[config.mk]
export PLATFORM = sky130hd
export DESIGN_NAME = kct_ram
export DESIGN_NICKNAME = d
export VERILOG_FILES = /design/src/hw/rtl/kct_ram.sv
export SDC_FILE = /design/constraint.sdc
export NUM_CORES = 2
export LEC_CHECK = 0
export BUFFER_PORTS_ARGS = -buffer_cell sky130_fd_sc_hd__buf_4
export CAP_MARGIN = 25
export CORE_MARGIN = 2
export CORE_UTILIZATION = 55
export CTS_BUF_LIST = sky130_fd_sc_hd__clkbuf_8
export CTS_CLUSTER_DIAMETER = 150
export DETAILED_ROUTE_END_ITERATION = 8
export PLACE_DENSITY = 0.7
export RECOVER_POWER = 50
export SLEW_MARGIN = 20
export SYNTH_ARGS = -nofsm -noshare
export SYNTH_HDL_FRONTEND = slang
export SYNTH_SLANG_ARGS = --single-unit
[constraint.sdc]
create_clock -name clock -period 5.4 [get_ports clock]
set_input_delay 1.62 -clock clock [delete_from_list [all_inputs] [get_ports clock]]
set_output_delay 1.62 -clock clock [all_outputs]
set_load 0.1 [all_outputs]
[src/hw/rtl/kct_ram.sv]
// Generic RAM with one write port and two registered read ports.
`timescale 1ns / 1ps
module kct_ram #(
   parameter int WIDTH = 32,
   parameter int DEPTH = 128
) (
   input  logic                     clock,
   input  logic                     wr_en,
   input  logic [$clog2(DEPTH)-1:0] wr_addr,
   input  logic [WIDTH-1:0]         wr_data,
   input  logic [$clog2(DEPTH)-1:0] rd_a_addr,
   output logic [WIDTH-1:0]         rd_a_data,
   input  logic [$clog2(DEPTH)-1:0] rd_b_addr,
   output logic [WIDTH-1:0]         rd_b_data
);
   logic [WIDTH-1:0] mem_ff [DEPTH];

   always_ff @(posedge clock) begin
      if (wr_en) begin
         mem_ff[wr_addr] <= wr_data;
      end
      rd_a_data <= mem_ff[rd_a_addr];
      rd_b_data <= mem_ff[rd_b_addr];
   end
endmodule

==> impl_metrics.py <==
metrics = {
    "outcome": {
        "run_status": "finished with violations",
        "failed_checks": "capacitance limit, slew limit",
    },
    "detailed_routing": {
        "finalWirelength_um": 588000,
        "count_of_nets_left_with_antenna_violations_after_detail_routing": 0,
        "drc_errors": 0,
        "dr_total_vias": 102000,
        "dr_wl_cell_um": 43.3,
        "avgViaCountPerCell": 7.47,
        "drt-initial-drc-count": 15600,
        "drt_pre_antenna_iters": 6,
    },
    "timing": {
        "tightest_slew_ns": 4.37,
        "setup-tns-final_ns": 0,
        "rsz0062_at_grt": "false",
        "slew_viol_final": 2915,
        "finalCriticalPeriod_ns": 4.97,
        "clock-skew-final_ns": 0.0578,
        "setup_violations": 0,
        "maxClockFrequency_ghz": 0.201,
        "final.period_utilization": 0.920,
        "max_slew_margin": -1.92,
        "hold_viol": 0,
    },
    "critical_path": {
        "critical_path_peak_fanout": 32,
        "worst_setup_end_kind": "flop",
        "setup.reg_to_reg.worst_slack_ns": 2.73,
        "worst_reg2reg_path_depth": 4,
        "worstSetupStartpointType": "input port",
        "r2r_start": "mem_ff[7][29]",
        "timing_worst_setup_path_type": "in -> reg",
        "worst-endpoint-arrival_ns": 5.70,
        "worstPathRequired_ns": 6.13,
        "critical_path.reg2reg.endpoint": "rd_b_data[29]",
    },
    "clock_network": {
        "clk-insertion-delay-late_ns": 1.26,
        "cts_max_level": 6,
        "clkSlewWorstSetupHoldPaths_ns": 0.06,
        "postCtsSetupBuffers": 0,
        "clk_root_buffer_cell": "clkbuf_8",
        "ctsLongestPathBuffers": 4,
        "tritoncts": "built",
        "cts_hold_buf": 0,
        "cts-buffers-inserted": 669,
        "cts_resized": 0,
        "tritoncts_num_sinks": 4160,
    },
    "die": {
        "placement_rows": 215,
        "core_area_um2": 342000,
        "floorplan.initialDensity": 0.552,
        "floorplan.die_area_um2": 348000,
        "floorplan.die.height_um": 590,
        "top_level_port_count": 119,
        "dieWidth_um": 590,
    },
    "layout": {
        "final_nets": 8500,
        "final_standard_cell_utilization_of_the_core": 0.623,
        "synth_to_layout_area_growth_pct": 12.9,
        "final_layout_size_suffix_gt1_frac": 0.486,
        "fillerInstances": 22600,
    },
    "min_path": {
        "min_from": "wr_data[6]",
        "hold_path.class": "in -> reg",
        "worstHoldEndpoint": "mem_ff[33][6]",
        "worstHoldPathCells": 1,
    },
    "synthesis": {
        "synth.ff_latch_count": 4160,
        "postSynthNetCount": 7756,
        "syn-mean-instance-area_um2": 24.5,
        "syn_area_um2": 189000,
        "yosysSeqAreaShare": 0.658,
        "synthesis.instances": 7701,
        "ys_types": 17,
        "ys_warn_count": 0,
    },
    "pwr": {
        "design_power_total_mw": 68.4,
        "p_leak_nw": 66.2,
        "pwr_density_cell_nw_per_um2": 321,
        "power.ir.vdd_worst_uv": 254,
    },
    "place": {
        "place.detailed.hpwl_um": 346000,
        "finalWeightedCongestion": 0.869,
        "portBuffers": 118,
    },
    "global_route": {
        "globalRouteTotalUtil": 0.342,
        "pin_count_of_the_biggest_net_entering_global_routing": 129,
        "grt-ovfl-total": 0,
        "antenna_found_initial": 57,
        "grt_pass1_wl_um": 814000,
        "grt_pass1_vias": 102000,
    },
    "flow_run": {
        "cap_violations": 39,
    },
}
## kinds of logic (layout without fill, tap and decap cells)
family        Yosys count  after routing  share of synthesized area
buf+inv               619           1924                     0.0134
flops                4160           4160                      0.658
mux                  2752           2752                      0.325
other cells             0             33                          0
simple gates          170            170                    0.00369
## state kept, by name (all words and copies together), names as in the netlist
signal     cells
rd_b_data     32
rd_a_data     32
mem_ff      4096
## layout make-up
| type | instances | area [um2] | share of cell area |
|---|---|---|---|
| flip-flops and latches | 4160 | 124000 | 0.583 |
| repair buffers | 692 | 7720 | 0.0362 |
| diodes | 33 | 82.6 | 0.000387 |
| multi-input cells | 2922 | 62900 | 0.295 |
| clock buffers | 714 | 9830 | 0.0461 |
| well taps | 4557 | 5700 | 0.0267 |
| clock inverters | 518 | 2660 | 0.0125 |
## critical path: stages
cell	delay, ns
buf_4	0.14
nor2_1	0.17
nand3_1	0.10
clkbuf_2	0.57
nor2_4	0.24
dlymetal6s4s_1	2.77
## cell usage in the layout (no fill, tap or decap)
cell type        count
nand2b_1             2
mux2_2              64
nand2_1             14
nand4_1              3
inv_1              212
clkbuf_1            48
nor2_1               4
clkinvlp_4          16
nor2_4             118
dlygate4sd2_1        1
clkinv_1           162
buf_12             210
clkbuf_2            20
mux4_2            2688
clkbuf_8           714
diode_2             33
buf_4              399
dlymetal6s4s_1       1
nor3_2               9
nor2b_1              7
dfxtp_1             64
nand3_1             12
buf_8                6
inv_6               14
buf_6                3
clkinv_2            81
or3_1                1
clkdlybuf4s25_1      1
inv_12               5
edfxtp_1          4096
buf_16               3
inv_8               14
bufinv_16           10
clkinv_8             4
## power by group
group          internal [mW]  leakage, nW  total [mW]  switching [mW]
Combinational           2.72         21.6        6.64            3.92
Clock                   12.8         7.19        25.7            12.9
Sequential              35.7         37.4        36.1           0.359
Total                   51.3         66.2        68.4            17.2
## per-stage QoR
stage / cells / cell area [um2] / hold WS (ns) / setup slack [ns]
floorplan: 7701 / 189000 / 1.09 / 0.541
global placement: 12300 / 201000 / 1.12 / 0.372
detailed placement: 12300 / 201000 / 1.15 / 0.383
CTS: 13600 / 213000 / 0.649 / 1.04
global route: 13600 / 213000 / 1.00 / 0.601
finish: 13600 / 213000 / 0.980 / 0.432
## cells in the mapped netlist (all sizes together)
cell / instances / area (um2)
buf: 254 / 1160
clkbuf: 365 / 1370
dfxtp: 64 / 1280
edfxtp: 4096 / 123000
mux2: 64 / 721
mux4: 2688 / 60500
nand2: 14 / 52.6
nand2b: 2 / 12.5
nand3: 12 / 60.1
nand4: 3 / 18.8
nor2: 122 / 458
nor2b: 7 / 43.8
nor3: 9 / 45.0
or3: 1 / 6.26
## metal layers
metal / vias up / track usage / routed length, um
li1: 37000 / - / -
met1: 55100 / 0.467 / 198000
met2: 7984 / 0.519 / 276000
met3: 1357 / 0.100 / 82900
met4: 28 / 0.156 / 30600
met5: - / 0 / 191
## worst max path at each step
stage,to,startpoint,cells after the start,slack (ns)
6_report,mem_ff[121][11],wr_addr[1],6,0.43
5_1_grt,mem_ff[121][2],wr_addr[1],6,0.60
4_1_cts,rd_a_data[4],rd_a_data[4],1,1.04
3_5_place_dp,rd_a_data[28],rd_a_addr[0],8,0.38
3_3_place_gp,rd_a_data[28],rd_a_addr[0],8,0.37
2_1_floorplan,mem_ff[98][0],wr_en,3,0.54
Power figures use the tool's default switching activity.
